**config.mk**
```make
export PLATFORM = sky130hd
export DESIGN_NAME = pixel_to_ascii_art_stream
export DESIGN_NICKNAME = d
export VERILOG_FILES = /design/src/design/p2a_pkg.sv /design/src/design/p2a_ctrl.sv /design/src/design/p2a_datapath.sv /design/src/design/pixel_to_ascii_art_stream.sv
export SDC_FILE = /design/constraint.sdc
export NUM_CORES = 2
export LEC_CHECK = 0
export ABC_CLOCK_PERIOD_IN_PS = 19600
export BUFFER_PORTS_ARGS = -buffer_cell sky130_fd_sc_hd__clkbuf_2
export CORE_ASPECT_RATIO = 2
export CORE_UTILIZATION = 24
export CTS_CLUSTER_DIAMETER = 60
export DETAILED_ROUTE_END_ITERATION = 12
export GPL_ROUTABILITY_DRIVEN = 0
export GPL_TIMING_DRIVEN = 0
export PLACE_DENSITY_LB_ADDON = 0.25
export SLEW_MARGIN = 20
export SYNTH_ARGS = -nofsm -noshare
export SYNTH_HDL_FRONTEND = slang
export SYNTH_SLANG_ARGS = --single-unit
```
**constraint.sdc**
```tcl
create_clock -name clk -period 19.6 [get_ports clk]
set_clock_uncertainty 0.15 [all_clocks]
set_input_delay 3.92 -clock clk [delete_from_list [all_inputs] [get_ports clk]]
set_output_delay 3.92 -clock clk [all_outputs]
set_load 0.05 [all_outputs]
```
**src/design/p2a_pkg.sv**
```systemverilog
// shared types, constants and helper functions for the pixel to ascii art stream
// no dependencies
package p2a_pkg;

    // default sizing
    localparam int MAX_COLUMNS_DEFAULT        = 80;
    localparam int COORD_BITS_DEFAULT         = 12;
    localparam int STEP_FRACTION_BITS_DEFAULT = 16;

    // configuration register indexes
    localparam logic [2:0] CFG_IMAGE_WIDTH   = 3'd0;
    localparam logic [2:0] CFG_IMAGE_HEIGHT  = 3'd1;
    localparam logic [2:0] CFG_CHANNEL_COUNT = 3'd2;
    localparam logic [2:0] CFG_COLOR_MODE    = 3'd3;
    localparam logic [2:0] CFG_COLUMN_STEP   = 3'd4;

    // text bytes
    localparam logic [7:0] CH_ESC   = 8'h1B;
    localparam logic [7:0] CH_LBRK  = 8'h5B;
    localparam logic [7:0] CH_ZERO  = 8'h30;
    localparam logic [7:0] CH_TWO   = 8'h32;
    localparam logic [7:0] CH_THREE = 8'h33;
    localparam logic [7:0] CH_EIGHT = 8'h38;
    localparam logic [7:0] CH_SEMI  = 8'h3B;
    localparam logic [7:0] CH_M     = 8'h6D;

    // bt.709 luminance weights, q16
    localparam logic [23:0] LUMA_RED   = 24'd13933;
    localparam logic [23:0] LUMA_GREEN = 24'd46871;
    localparam logic [23:0] LUMA_BLUE  = 24'd4732;
    localparam int unsigned LUMA_FULL  = 255 * 65536;
    localparam int          RAMP_STEPS = 9;

    typedef enum logic [3:0] {
        ST_IDLE,
        ST_MIX,
        ST_LUMA,
        ST_PRE,
        ST_RED,
        ST_SEP_G,
        ST_GRN,
        ST_SEP_B,
        ST_BLU,
        ST_TERM,
        ST_CHAR,
        ST_RST
    } ctrl_state_t;

    typedef struct packed {
        logic        ready;
        logic        emit;
        ctrl_state_t seg;
        logic [2:0]  idx;
        logic        last;
        logic        line_end;
    } p2a_cmd_t;

    typedef struct packed {
        logic       sampled;
        logic       out_free;
        logic       color;
        logic       close;
        logic [1:0] ndig_red;
        logic [1:0] ndig_green;
        logic [1:0] ndig_blue;
    } p2a_status_t;

    // smallest luminance that reaches ramp step k
    function automatic logic [23:0] luma_threshold(input int unsigned k);
        return 24'((k * LUMA_FULL + 8) / 9);
    endfunction

    function automatic logic [7:0] ramp_char(input logic [3:0] idx);
        logic [7:0] c;
        case (idx)
            4'd0:    c = 8'h20;
            4'd1:    c = 8'h2E;
            4'd2:    c = 8'h3A;
            4'd3:    c = 8'h2D;
            4'd4:    c = 8'h3D;
            4'd5:    c = 8'h2B;
            4'd6:    c = 8'h2A;
            4'd7:    c = 8'h23;
            4'd8:    c = 8'h25;
            4'd9:    c = 8'h40;
            default: c = 8'h20;
        endcase
        return c;
    endfunction

endpackage

```
**src/design/p2a_ctrl.sv**
```systemverilog
// controller state machine: sequences color math and text word emission
// depends on p2a_pkg
module p2a_ctrl (
    input  logic                 clk,
    input  logic                 rst_n,
    input  p2a_pkg::p2a_status_t status,
    output p2a_pkg::p2a_cmd_t    cmd
);

    p2a_pkg::ctrl_state_t state_reg, state_next;
    logic [2:0] idx_reg, idx_next;
    logic [2:0] seg_len;
    logic       seg_end;
    logic       is_emit;
    logic       with_reset;

    assign with_reset = status.color && status.close;

    always_comb
    begin
        case (state_reg)
            p2a_pkg::ST_PRE: seg_len = 3'd7;
            p2a_pkg::ST_RED: seg_len = {1'b0, status.ndig_red};
            p2a_pkg::ST_GRN: seg_len = {1'b0, status.ndig_green};
            p2a_pkg::ST_BLU: seg_len = {1'b0, status.ndig_blue};
            p2a_pkg::ST_RST: seg_len = 3'd4;
            default:         seg_len = 3'd1;
        endcase
    end

    assign seg_end = (idx_reg == seg_len - 3'd1);
    assign is_emit = (state_reg != p2a_pkg::ST_IDLE) && (state_reg != p2a_pkg::ST_MIX)
                  && (state_reg != p2a_pkg::ST_LUMA);

    // next state
    always_comb
    begin
        state_next = state_reg;
        idx_next   = idx_reg;
        case (state_reg)
            p2a_pkg::ST_IDLE:
            begin
                if (status.sampled)
                    state_next = p2a_pkg::ST_MIX;
            end
            p2a_pkg::ST_MIX:
                state_next = p2a_pkg::ST_LUMA;
            p2a_pkg::ST_LUMA:
            begin
                idx_next   = 3'd0;
                state_next = status.color ? p2a_pkg::ST_PRE : p2a_pkg::ST_CHAR;
            end
            default:
            begin
                if (status.out_free)
                begin
                    if (seg_end)
                    begin
                        idx_next = 3'd0;
                        case (state_reg)
                            p2a_pkg::ST_PRE:   state_next = p2a_pkg::ST_RED;
                            p2a_pkg::ST_RED:   state_next = p2a_pkg::ST_SEP_G;
                            p2a_pkg::ST_SEP_G: state_next = p2a_pkg::ST_GRN;
                            p2a_pkg::ST_GRN:   state_next = p2a_pkg::ST_SEP_B;
                            p2a_pkg::ST_SEP_B: state_next = p2a_pkg::ST_BLU;
                            p2a_pkg::ST_BLU:   state_next = p2a_pkg::ST_TERM;
                            p2a_pkg::ST_TERM:  state_next = p2a_pkg::ST_CHAR;
                            p2a_pkg::ST_CHAR:
                                state_next = with_reset ? p2a_pkg::ST_RST : p2a_pkg::ST_IDLE;
                            default:           state_next = p2a_pkg::ST_IDLE;
                        endcase
                    end
                    else
                    begin
                        idx_next = idx_reg + 3'd1;
                    end
                end
            end
        endcase
    end

    // outputs
    always_comb
    begin
        cmd.ready = (state_reg == p2a_pkg::ST_IDLE);
        cmd.emit  = is_emit && status.out_free;
        cmd.seg   = state_reg;
        cmd.idx   = idx_reg;
        cmd.last  = ((state_reg == p2a_pkg::ST_CHAR) && !with_reset)
                 || ((state_reg == p2a_pkg::ST_RST) && seg_end);
        cmd.line_end = cmd.last && status.close;
    end

    always_ff @(posedge clk or negedge rst_n)
    begin
        if (!rst_n)
        begin
            state_reg <= p2a_pkg::ST_IDLE;
            idx_reg   <= 3'd0;
        end
        else
        begin
            state_reg <= state_next;
            idx_reg   <= idx_next;
        end
    end

endmodule

```
**src/design/p2a_datapath.sv**
```systemverilog
// datapath: config registers, raster counters, blend, luminance, digits, output word
// depends on p2a_pkg
module p2a_datapath #(
    parameter int MAX_COLUMNS        = p2a_pkg::MAX_COLUMNS_DEFAULT,
    parameter int COORD_BITS         = p2a_pkg::COORD_BITS_DEFAULT,
    parameter int STEP_FRACTION_BITS = p2a_pkg::STEP_FRACTION_BITS_DEFAULT
) (
    input  logic                 clk,
    input  logic                 rst_n,
    input  logic                 cfg_write_en,
    input  logic [2:0]           cfg_index,
    input  logic [23:0]          cfg_data,
    input  logic                 in_valid,
    output logic                 in_stall,
    input  logic                 frame_start,
    input  logic [7:0]           first_channel,
    input  logic [7:0]           second_channel,
    input  logic [7:0]           third_channel,
    input  logic [7:0]           fourth_channel,
    output logic                 out_valid,
    input  logic                 out_stall,
    output logic [7:0]           text_byte,
    output logic                 line_end,
    output logic                 run_last,
    input  p2a_pkg::p2a_cmd_t    cmd,
    output p2a_pkg::p2a_status_t status
);

    localparam int PW = COORD_BITS + STEP_FRACTION_BITS;
    localparam int SW = (COORD_BITS + 1 > 13) ? COORD_BITS + 1 : 13;
    localparam int RW = (STEP_FRACTION_BITS + 1 > 24) ? STEP_FRACTION_BITS + 1 : 24;
    localparam int AW = ((PW > RW) ? PW : RW) + 1;
    localparam logic [SW-1:0] SIZE_LIMIT = SW'(1) << COORD_BITS;
    localparam logic [SW-1:0] COL_LIMIT  = SW'(MAX_COLUMNS);
    localparam logic [RW-1:0] STEP_ONE   = RW'(1) << STEP_FRACTION_BITS;

    function automatic logic [7:0] blend8(input logic [7:0] c, input logic [7:0] a);
        logic [15:0] x;
        logic [16:0] s;
        x = 16'({8'd0, c} * {8'd0, a}) + 16'({8'd0, 8'd255} * {8'd0, ~a});
        s = 17'(x) + 17'(x >> 8) + 17'd1;
        return s[15:8];
    endfunction

    // {digit count, hundreds, tens, ones}
    function automatic logic [13:0] to_decimal(input logic [7:0] v);
        logic [3:0] h;
        logic [3:0] t;
        logic [7:0] r;
        logic [1:0] n;
        h = (v >= 8'd200) ? 4'd2 : (v >= 8'd100) ? 4'd1 : 4'd0;
        r = v - 8'(h * 8'd100);
        t = 4'd0;
        for (int k = 1; k < 10; k++)
        begin
            if (r >= 8'(10 * k))
                t = 4'(k);
        end
        n = (v >= 8'd100) ? 2'd3 : (v >= 8'd10) ? 2'd2 : 2'd1;
        return {n, h, t, 4'(r - 8'(t) * 8'd10)};
    endfunction

    // configuration
    logic [12:0] width_reg;
    logic [12:0] height_reg;
    logic [2:0]  chan_reg;
    logic        color_reg;
    logic [23:0] step_reg;

    always_ff @(posedge clk or negedge rst_n)
    begin
        if (!rst_n)
        begin
            width_reg  <= 13'd1;
            height_reg <= 13'd1;
            chan_reg   <= 3'd3;
            color_reg  <= 1'b1;
            step_reg   <= 24'd65536;
        end
        else if (cfg_write_en)
        begin
            case (cfg_index)
                p2a_pkg::CFG_IMAGE_WIDTH:   width_reg  <= cfg_data[12:0];
                p2a_pkg::CFG_IMAGE_HEIGHT:  height_reg <= cfg_data[12:0];
                p2a_pkg::CFG_CHANNEL_COUNT: chan_reg   <= cfg_data[2:0];
                p2a_pkg::CFG_COLOR_MODE:    color_reg  <= cfg_data[0];
                p2a_pkg::CFG_COLUMN_STEP:   step_reg   <= cfg_data;
                default: ;
            endcase
        end
    end

    // raster position state
    logic [COORD_BITS-1:0] sc_reg, sc_next, sr_reg, sr_next;
    logic [PW-1:0]         ncp_reg, ncp_next, nrp_reg, nrp_next;
    logic [6:0]            oc_reg, oc_next;
    logic                  rs_reg, rs_next;

    logic [COORD_BITS-1:0] sc_e, sr_e, sr_inc;
    logic [PW-1:0]         ncp_e, nrp_e, ncp_add, nrp_add, nrp_new;
    logic [6:0]            oc_e, oc_inc;
    logic                  rs_e;
    logic [SW-1:0]         w_ext, h_ext, w_c, h_c, outw;
    logic [RW-1:0]         half_step, row_step;
    logic                  last_col, last_row, sample_hit, close_now;
    logic                  accept, sample;

    assign in_stall = !cmd.ready;
    assign accept   = in_valid && cmd.ready;

    always_comb
    begin
        w_ext = SW'(width_reg);
        h_ext = SW'(height_reg);
        w_c   = (w_ext == '0) ? SW'(1) : (w_ext > SIZE_LIMIT) ? SIZE_LIMIT : w_ext;
        h_c   = (h_ext == '0) ? SW'(1) : (h_ext > SIZE_LIMIT) ? SIZE_LIMIT : h_ext;
        outw  = (w_c < COL_LIMIT) ? w_c : COL_LIMIT;

        half_step = RW'(step_reg >> 1);
        row_step  = (half_step < STEP_ONE) ? STEP_ONE : half_step;

        // a frame start restarts the counters before this pixel is taken
        sc_e  = frame_start ? '0 : sc_reg;
        sr_e  = frame_start ? '0 : sr_reg;
        ncp_e = frame_start ? '0 : ncp_reg;
        nrp_e = frame_start ? '0 : nrp_reg;
        oc_e  = frame_start ? 7'd0 : oc_reg;
        rs_e  = frame_start ? 1'b1 : rs_reg;

        last_col = SW'(sc_e) >= (w_c - SW'(1));
        last_row = SW'(sr_e) >= (h_c - SW'(1));
        oc_inc   = oc_e + 7'd1;
        sample_hit = rs_e && (SW'(oc_e) < outw)
                  && ((ncp_e[PW-1:STEP_FRACTION_BITS] <= sc_e) || last_col);
        close_now  = (SW'(oc_inc) >= outw) || last_col;

        ncp_add = PW'(AW'(ncp_e) + AW'(step_reg));
        nrp_add = PW'(AW'(nrp_e) + AW'(row_step));
        nrp_new = rs_e ? nrp_add : nrp_e;
        sr_inc  = sr_e + COORD_BITS'(1);

        sc_next  = sc_reg;
        sr_next  = sr_reg;
        ncp_next = ncp_reg;
        nrp_next = nrp_reg;
        oc_next  = oc_reg;
        rs_next  = rs_reg;
        if (accept)
        begin
            sc_next  = sc_e + COORD_BITS'(1);
            sr_next  = sr_e;
            ncp_next = sample_hit ? ncp_add : ncp_e;
            nrp_next = nrp_e;
            oc_next  = sample_hit ? oc_inc : oc_e;
            rs_next  = rs_e;
            if (last_col)
            begin
                sc_next  = '0;
                ncp_next = '0;
                oc_next  = 7'd0;
                if (last_row)
                begin
                    sr_next  = '0;
                    nrp_next = '0;
                    rs_next  = 1'b1;
                end
                else
                begin
                    sr_next  = sr_inc;
                    nrp_next = nrp_new;
                    rs_next  = nrp_new[PW-1:STEP_FRACTION_BITS] <= sr_inc;
                end
            end
        end
    end

    assign sample = accept && sample_hit;

    always_ff @(posedge clk or negedge rst_n)
    begin
        if (!rst_n)
        begin
            sc_reg  <= '0;
            sr_reg  <= '0;
            ncp_reg <= '0;
            nrp_reg <= '0;
            oc_reg  <= 7'd0;
            rs_reg  <= 1'b1;
        end
        else
        begin
            sc_reg  <= sc_next;
            sr_reg  <= sr_next;
            ncp_reg <= ncp_next;
            nrp_reg <= nrp_next;
            oc_reg  <= oc_next;
            rs_reg  <= rs_next;
        end
    end

    // pixel capture with channel expansion
    logic [7:0] pr_reg, pg_reg, pb_reg, pa_reg;
    logic       close_reg;

    always_ff @(posedge clk)
    begin
        if (sample)
        begin
            close_reg <= close_now;
            if (chan_reg >= 3'd3)
            begin
                pr_reg <= first_channel;
                pg_reg <= second_channel;
                pb_reg <= third_channel;
                pa_reg <= (chan_reg >= 3'd4) ? fourth_channel : 8'd255;
            end
            else
            begin
                pr_reg <= first_channel;
                pg_reg <= first_channel;
                pb_reg <= first_channel;
                pa_reg <= (chan_reg == 3'd2) ? second_channel : 8'd255;
            end
        end
    end

    // blend over white
    logic [7:0] red_reg, green_reg, blue_reg;

    always_ff @(posedge clk)
    begin
        if (cmd.seg == p2a_pkg::ST_MIX)
        begin
            red_reg   <= blend8(pr_reg, pa_reg);
            green_reg <= blend8(pg_reg, pa_reg);
            blue_reg  <= blend8(pb_reg, pa_reg);
        end
    end

    // luminance, ramp pick and decimal digits
    logic [23:0] luma;
    logic [3:0]  ramp_idx;
    logic [7:0]  char_reg;
    logic [13:0] dec_reg [3];

    always_comb
    begin
        luma = 24'(red_reg) * p2a_pkg::LUMA_RED + 24'(green_reg) * p2a_pkg::LUMA_GREEN
             + 24'(blue_reg) * p2a_pkg::LUMA_BLUE;
        ramp_idx = 4'd0;
        for (int k = 1; k <= p2a_pkg::RAMP_STEPS; k++)
        begin
            if (luma >= p2a_pkg::luma_threshold(k))
                ramp_idx = 4'(k);
        end
    end

    always_ff @(posedge clk)
    begin
        if (cmd.seg == p2a_pkg::ST_LUMA)
        begin
            char_reg   <= p2a_pkg::ramp_char(ramp_idx);
            dec_reg[0] <= to_decimal(red_reg);
            dec_reg[1] <= to_decimal(green_reg);
            dec_reg[2] <= to_decimal(blue_reg);
        end
    end

    // text word select
    logic [1:0]  chan_sel;
    logic [13:0] dec_sel;
    logic [1:0]  digit_pos;
    logic [3:0]  digit;
    logic [7:0]  word;

    always_comb
    begin
        case (cmd.seg)
            p2a_pkg::ST_GRN: chan_sel = 2'd1;
            p2a_pkg::ST_BLU: chan_sel = 2'd2;
            default:         chan_sel = 2'd0;
        endcase
        dec_sel   = dec_reg[chan_sel];
        digit_pos = dec_sel[13:12] - 2'd1 - cmd.idx[1:0];
        case (digit_pos)
            2'd2:    digit = dec_sel[11:8];
            2'd1:    digit = dec_sel[7:4];
            default: digit = dec_sel[3:0];
        endcase

        case (cmd.seg)
            p2a_pkg::ST_PRE:
            begin
                case (cmd.idx)
                    3'd0:    word = p2a_pkg::CH_ESC;
                    3'd1:    word = p2a_pkg::CH_LBRK;
                    3'd2:    word = p2a_pkg::CH_THREE;
                    3'd3:    word = p2a_pkg::CH_EIGHT;
                    3'd5:    word = p2a_pkg::CH_TWO;
                    default: word = p2a_pkg::CH_SEMI;
                endcase
            end
            p2a_pkg::ST_RED, p2a_pkg::ST_GRN, p2a_pkg::ST_BLU:
                word = p2a_pkg::CH_ZERO + 8'(digit);
            p2a_pkg::ST_SEP_G, p2a_pkg::ST_SEP_B:
                word = p2a_pkg::CH_SEMI;
            p2a_pkg::ST_TERM:
                word = p2a_pkg::CH_M;
            p2a_pkg::ST_RST:
            begin
                case (cmd.idx)
                    3'd0:    word = p2a_pkg::CH_ESC;
                    3'd1:    word = p2a_pkg::CH_LBRK;
                    3'd2:    word = p2a_pkg::CH_ZERO;
                    default: word = p2a_pkg::CH_M;
                endcase
            end
            default:
                word = char_reg;
        endcase
    end

    // output word register
    logic       out_valid_reg;
    logic [7:0] text_reg;
    logic       line_end_reg, run_last_reg;

    always_ff @(posedge clk or negedge rst_n)
    begin
        if (!rst_n)
            out_valid_reg <= 1'b0;
        else if (cmd.emit)
            out_valid_reg <= 1'b1;
        else if (!out_stall)
            out_valid_reg <= 1'b0;
    end

    always_ff @(posedge clk)
    begin
        if (cmd.emit)
        begin
            text_reg     <= word;
            line_end_reg <= cmd.line_end;
            run_last_reg <= cmd.last;
        end
    end

    assign out_valid = out_valid_reg;
    assign text_byte = text_reg;
    assign line_end  = line_end_reg;
    assign run_last  = run_last_reg;

    always_comb
    begin
        status.sampled    = sample;
        status.out_free   = !out_valid_reg || !out_stall;
        status.color      = color_reg;
        status.close      = close_reg;
        status.ndig_red   = dec_reg[0][13:12];
        status.ndig_green = dec_reg[1][13:12];
        status.ndig_blue  = dec_reg[2][13:12];
    end

endmodule

```
**src/design/pixel_to_ascii_art_stream.sv**
```systemverilog
// pixel to ascii art stream: while idle, unsampled pixels are taken one per cycle with no output
// a sampled pixel stalls input through blend, luminance and all its words, one word per cycle
// unless the receiver stalls: 1 word in mono mode, 14 to 24 words in color mode, paced by the output register
// first word of a sampled pixel passes the capture, blend, luminance and output registers in that order
// reset: raster counters zero, row zero selected, registers width 1, height 1,
// three channels, color mode on, column step 1.0
module pixel_to_ascii_art_stream #(
    parameter int MAX_COLUMNS        = p2a_pkg::MAX_COLUMNS_DEFAULT,
    parameter int COORD_BITS         = p2a_pkg::COORD_BITS_DEFAULT,
    parameter int STEP_FRACTION_BITS = p2a_pkg::STEP_FRACTION_BITS_DEFAULT
) (
    input  logic        clk,
    input  logic        rst_n,
    // configuration write port
    input  logic        cfg_write_en,
    input  logic [2:0]  cfg_index,
    input  logic [23:0] cfg_data,
    // pixel words in
    input  logic        in_valid,
    output logic        in_stall,
    input  logic        frame_start,
    input  logic [7:0]  first_channel,
    input  logic [7:0]  second_channel,
    input  logic [7:0]  third_channel,
    input  logic [7:0]  fourth_channel,
    // text words out
    output logic        out_valid,
    input  logic        out_stall,
    output logic [7:0]  text_byte,
    output logic        line_end,
    output logic        run_last
);

    // command and status between sequencer and datapath
    p2a_pkg::p2a_cmd_t    cmd;
    p2a_pkg::p2a_status_t status;

    // sequencer: idle, blend, luminance, then escape words in color mode and the character word
    p2a_ctrl u_ctrl (
        .clk    (clk),
        .rst_n  (rst_n),
        .status (status),
        .cmd    (cmd)
    );

    // config registers, counters, color math and the output register
    p2a_datapath #(
        .MAX_COLUMNS        (MAX_COLUMNS),
        .COORD_BITS         (COORD_BITS),
        .STEP_FRACTION_BITS (STEP_FRACTION_BITS)
    ) u_datapath (
        .clk            (clk),
        .rst_n          (rst_n),
        .cfg_write_en   (cfg_write_en),
        .cfg_index      (cfg_index),
        .cfg_data       (cfg_data),
        .in_valid       (in_valid),
        .in_stall       (in_stall),
        .frame_start    (frame_start),
        .first_channel  (first_channel),
        .second_channel (second_channel),
        .third_channel  (third_channel),
        .fourth_channel (fourth_channel),
        .out_valid      (out_valid),
        .out_stall      (out_stall),
        .text_byte      (text_byte),
        .line_end       (line_end),
        .run_last       (run_last),
        .cmd            (cmd),
        .status         (status)
    );

endmodule

```
==> After elaboration in Yosys (flattened, before gate mapping) <==
Memory sizes are Yosys's and may differ from the RTL's. A register that Yosys moved wholly into a read port is not among the register bits.
Index checks and enable logic that the tools add are counted.
{ "classes": {"addsub": 29, "n_mul": 13, "div_mod_pow": 0, "order_cmp": 57, "eq_ne": 27, "n_shift": 0, "mux": 100, "bitwise_logic": 2, "reduce_logical": 38} }
{ "ops": {"columns": ["operator", "n"], "rows": [
  ["28-bit 2-to-1 mux", 7],
  ["24-bit greater-or-equal comparator (second input constant)", 5],
  ["8-bit by 7-bit greater-or-equal comparator with 1-bit output (second input constant)", 12],
  ["4-bit 2-to-1 mux", 19],
  ["8-bit by 6-bit greater-or-equal comparator with 1-bit output (second input constant)", 9],
  ["13-bit 2-to-1 mux", 5],
  ["12-bit 2-to-1 mux", 5],
  ["28-bit by 24-bit adder with 28-bit output", 2],
  ["3-bit 2-to-1 mux", 18],
  ["16-bit by 1-bit adder with 16-bit output (second input constant)", 3],
  ["16-bit adder", 3],
  ["16-bit by 8-bit adder with 16-bit output", 3],
  ["24-bit by 23-bit greater-or-equal comparator with 1-bit output (second input constant)", 2],
  ["8-bit by 4-bit greater-or-equal comparator with 1-bit output (second input constant)", 6],
  ["8-bit by 5-bit greater-or-equal comparator with 1-bit output (second input constant)", 6],
  ["8-bit by 8-bit multiplier with 16-bit output", 3],
  ["8-bit 2-to-1 mux", 5],
  ["8-bit case mux with 5 select lines", 1],
  ["7-bit case mux with 5 select lines", 1],
  ["4-bit case mux with 8 select lines", 1],
  ["2-bit 2-to-1 mux", 14],
  ["12-bit by 13-bit greater-or-equal comparator with 1-bit output", 2],
  ["13-bit > comparator (second input constant)", 2],
  ["13-bit logical NOT", 2],
  ["other kinds (64)", 130]
]} }
{ "totals": {"register_bits": 225, "latch_bits": 0, "mem_bits_rw": 42, "mem_bits_ro": 112, "in_bits": 65, "out_inout_bits": 12, "elab_cells": 294, "mem_count": 2} }
{ "memory_table": {"columns": ["name", "words", "width", "rd", "rd_ports_with_merged_regs", "wr", "line", "text"], "rows": [
  ["(name not given)", 16, 7, 1, 1, 0, "p2a_pkg.sv:75", "case (idx)"],
  ["u_datapath.dec_reg", 3, 14, 4, 0, 3, "p2a_datapath.sv:244", "logic [13:0] dec_reg [3];"]
]} }

==> Depth between registers and ports, before layout <==
{ "logic_depth": {"depth_word": 18, "mapped_depth": 41} }

==> By module <==
From an unflattened synthesis, not the netlist that was laid out.
{ "hier_totals": {"hier_cells": 3743, "hier_area_um2": 34374.2} }
{ "by_module_without_submodules": {"columns": ["mod", "n_inst", "cells_each", "area_per_inst_um2"], "rows": [
  ["p2a_datapath", 1, 3656, 33573.4],
  ["p2a_ctrl", 1, 87, 800.8]
]} }

==> Worst setup path before layout <==
No wires, ideal clock.
{ "synth_path": {"path_type": "register -> register", "start": "reg u_datapath.blue_reg[4]", "end": "reg u_datapath.char_reg[0] (data pin)", "setup_time_ns": 0.258, "arrival_ns": 8.900, "required_ns": 19.192, "setup_slack_ns": 10.292, "stages_incl_launch_ff": 41, "period_less_slack_ns": 9.308, "cell_sequence": "edfxtp_1 -> clkbuf_1 -> inv_1 -> fa_1 -> inv_1 -> ha_1 -> inv_1 -> fa_1 -> fa_1 -> inv_1 -> ha_1 -> inv_1 -> o21bai_1 -> a21oi_1 -> nor2b_1 -> o21a_1 -> nor3_1 -> nor2_1 -> [... 5 more ...] -> inv_1 -> fa_1 -> fa_1 -> inv_1 -> ha_1 -> a21o_1 -> nand3_1 -> nand2_1 -> a31o_2 -> a211o_1 -> nand3_1 -> or2_2 -> a311o_1 -> nand2_1 -> a211o_1 -> a21o_1 -> ha_1 -> o221a_2"} }
{ "synth_via": {"elab_chain_cells": 12, "word_cells_on_any_way": 20, "classes_between": "1 x add/sub; 1 x mul; 9 x order compare; 9 x mux"} }
{ "synth_rtl": {"columns": ["item", "line", "text"], "rows": [
  ["start, declared", "p2a_datapath.sv:228", "logic [7:0] red_reg, green_reg, blue_reg;"],
  ["start signal, assigned", "p2a_datapath.sv:236", "blue_reg <= blend8(pb_reg, pa_reg);"],
  ["8-bit by 11-bit multiplier with 19-bit output (*)", "p2a_datapath.sv:249", "+ 24'(blue_reg) * p2a_pkg::LUMA_BLUE;"],
  ["24-bit by 21-bit adder with 24-bit output (*)", "p2a_datapath.sv:249", null],
  ["24-bit by 21-bit greater-or-equal comparator with 1-bit output", "p2a_datapath.sv:253", "if (luma >= p2a_pkg::luma_threshold(k))"],
  ["1-bit 2-to-1 mux", "p2a_datapath.sv:253", null],
  ["2-bit 2-to-1 mux (2 in a row)", "p2a_datapath.sv:253", null],
  ["3-bit 2-to-1 mux (4 in a row)", "p2a_datapath.sv:253", null],
  ["4-bit 2-to-1 mux", "p2a_datapath.sv:253", null],
  ["4-bit 2-to-1 mux (*)", "p2a_datapath.sv:253", null],
  ["end, declared", "p2a_datapath.sv:243", "logic [7:0] char_reg;"]
]} }
Every way passes the cells marked *; elsewhere a longest branch is shown, timed or not.
A chain may end at the register's enable or synchronous reset.

==> Final worst setup path <==
Same ends and word-level chain as after synthesis.

==> summary.md <==
| Metric | Value |
|---|---|
| Fin crit period | `10.86 ns` |
| Slowest cell on crit path | `nor4_1` |
| Starting DRC count in detailed routing | `857` |
| Synth top area cells | `fa_1 19%, ha_1 17%, dfrtp_1 11%` |
| Cells after Synth | `3,697` |
| Nets | `4,665` |
| Synth area leader | `fa_1` |
| Core area | `roughly 140,000 µm²` |
| Synth cell types | `90` |
| Most frequent cells after synthesis | `604 x inv_1, 464 x ha_1, 355 x nand2_1, 320 x fa_1, 172 x o21ai_0` |
| Hold Buf Count CTS | `0` |
| Post-synth ARST share | `57.9%` |
| Mean area per synthesized cell | `9.15 µm²` |
| Post-synth top area share | `a little under a fifth` |
| Largest stage delay on the critical path | `0.73 ns` |
| Die width | `approximately 270 µm` |
| Worst setup SP type | `flop` |
| Max clock buf depth | `3` |
| Crit-path most repeated cell | `inv_1` |
| Die area | `143,000 µm²` |
| R2R cell count | `37` |
| HP Class | `reg2reg` |
| Share of layout cells above drive strength 1 | `6.62%` |
| Final setup viols | `0` |
| GRT Residual Overflow | `0` |
| Initial antenna violation count | `2` |
| Buf/Inv on CP | `9` |
| Pin count of the biggest net entering global routing | `79` |
| Vias in the first global route | `around 28,000` |
| Worst setup EP type | `flop` |
| Layout area overhead | `11.5%` |
| Clock transition at path regs | `0.07 ns` |
| Initial DRT Pass Iterations | `5` |
| First-pass GRT wire length | `around 160 mm` |
| Crit share post-route | `a little under three fifths` |
| YS warnings | `0` |
| Post-cts resize count | `0` |
| Detailed placement HPWL | `87.3 mm` |
| Clock Latency Late Sink | `0.63 ns` |
| R2R Path End | `u_datapath.char_reg[0]$_DFFE_PN_` |
| IO Port Bufs | `74` |
| Unrepaired setup endpoints after global routing | `no` |
| Worst Path Arrival | `11.09 ns` |
| Max reg flops | `36` |
| Top FF cell, synth | `dfrtp_1` |
| Critical Path End | `u_datapath.char_reg[0]$_DFFE_PN_` |
| Chip height | `approximately 530 µm` |
| Number of flops mapped to enable cells by yosys | `109` |
| Register area share after synthesis | `a little over a fifth` |
| ANT nets after route | `0` |
| CP Data Required Time | `19.82 ns` |
| Starting Density | `24.2%` |
| CP delay by family, top | `adder cells` |
| CTS root buf | `clkbuf_16` |
| DR DRC count | `0` |
| Io pins | `77` |
| Vias | `25,900` |
| Run status | `complete, no violations` |
| Count leader, synth | `inv_1` |
| Per-cell routed wire length | `between 15 and 20 µm` |
| Final slew viol count | `0` |
| R2r setup slk | `8.74 ns` |
| Fin. Hold Viols | `0` |
| Yosys reg bits | `259` |
| Vias per cell | `4.54` |
| Routed WL | `~100 mm` |
| Setup CP Type | `reg2reg` |
| # clock sinks | `259` |
| Setup Buffers After CTS | `0` |
| Rows | `194` |
| GRT Resource Usage Total | `14.5%` |
| CTS HTree Levels | `1` |
| Worst setup path start | `u_datapath.blue_reg[4]$_DFFE_PN_` |
| Least-Margin Pin Slew | `1.12 ns` |
| Crit path max fanout | `10` |
| CTS tree | `built` |
| Max Cap Viol | `0` |
| Setup TNS | `0 ns` |
| Hold_sp | `u_datapath.ncp_reg[2]$_DFFE_PN0P_` |
| RR Startpoint | `u_datapath.blue_reg[4]$_DFFE_PN_` |
| Top achievable clock speed | `~0.09 GHz` |
| CTS buffer count | `29` |
| Crit. path cell count | `37` |
| Mapped Area | `33,800 µm²` |
| Relative slew slack | `24.9%` |
stage by stage:
stage          utilization (%)  setup WS (ns)  hold WS [ns]  std cells  cell area (µm²)
3_3_place_gp              26.1           8.61         0.306       5636            36500
3_5_place_dp              26.2           8.73         0.309       5647            36700
2_1_floorplan                -          10.29         0.291       3700            33800
5_1_grt                   27.0           8.12         0.352       5702            37700
6_report                  27.0           8.74         0.323       5704            37700
4_1_cts                   27.0           8.72         0.323       5701            37700
worst min-delay path by stage:
stage / endpoint / slack (ns) / cells after the start
after floorplan: u_datapath.ncp_reg[13]$_DFFE_PN0P_ / 0.29 / 2
after global placement: u_datapath.ncp_reg[22]$_DFFE_PN0P_ / 0.31 / 2
after detailed placement: u_datapath.ncp_reg[18]$_DFFE_PN0P_ / 0.31 / 2
after CTS: u_datapath.ncp_reg[18]$_DFFE_PN0P_ / 0.32 / 2
after global routing: u_datapath.ncp_reg[19]$_DFFE_PN0P_ / 0.35 / 2
final: u_datapath.ncp_reg[2]$_DFFE_PN0P_ / 0.32 / 2
per-layer routing:
metal,vias to the layer above,GRT usage (%),part of all wire [%]
met5,-,0,0
met2,420,30.8,58
met1,12700,12.7,33
met3,208,0.966,2.0
li1,12500,-,-
met4,0,8.61,6.7
cell usage in the layout, fill, tap and decap left out, drive strengths merged, types with 11 or more instances in the layout:
| master | n |
|---|---|
| a211oi | 22 |
| a21o | 65 |
| a21oi | 159 |
| a22o | 29 |
| a31oi | 21 |
| and2 | 126 |
| and3 | 31 |
| buf | 29 |
| clkbuf | 188 |
| clkinv | 14 |
| dfrtp | 143 |
| edfxtp | 109 |
| fa | 320 |
| ha | 464 |
| inv | 607 |
| mux2 | 61 |
| mux2i | 18 |
| nand2 | 357 |
| nand2b | 36 |
| nand3 | 57 |
| nand4 | 15 |
| nor2 | 156 |
| nor2b | 104 |
| nor3 | 64 |
| nor4 | 11 |
| o211ai | 13 |
| o21a | 36 |
| o21ai | 177 |
| o21bai | 22 |
| o22ai | 11 |
| o31ai | 17 |
| or2 | 18 |
| xnor2 | 141 |
| xor2 | 65 |
logic make-up after synthesis:
group,count (synthesis),share of synthesized area [%]
DFF,259,20.8
other,1,0.0111
xor gates and xnor gates,206,5.34
buffers and inverters,704,7.93
muxes,79,2.56
adders and majority gates,785,36.1
and+or+nand+nor,1005,14.6
AOI/OAI and AO/OA,658,12.6
worst register-to-register path, delay by kind of cell (launching register included):
family                   cells  cell delay, ns
AO/OA/AOI/OAI                7            1.88
XOR/XNOR                     1            0.39
buffers and inverters        9            1.21
flip-flops                   1            0.49
adder cells (fa/ha/maj)     11            4.55
AND/OR/NAND/NOR              9            1.94
area by class of cell:
class / instances / area (µm²)
fillers: 15300 / 102000
multi-input cells: 2737 / 24100
flip-flops and latches: 259 / 7040
well taps: 1862 / 2330
inverters: 605 / 2270
clock buffers: 33 / 772
repair buffers: 85 / 495
plain buffers: 99 / 412
clock inverters: 21 / 256
diodes: 3 / 7.51
Power is left out: the tool's default activity adds up to more than one toggle a clock period on the data nets, which glitch-free logic cannot reach.
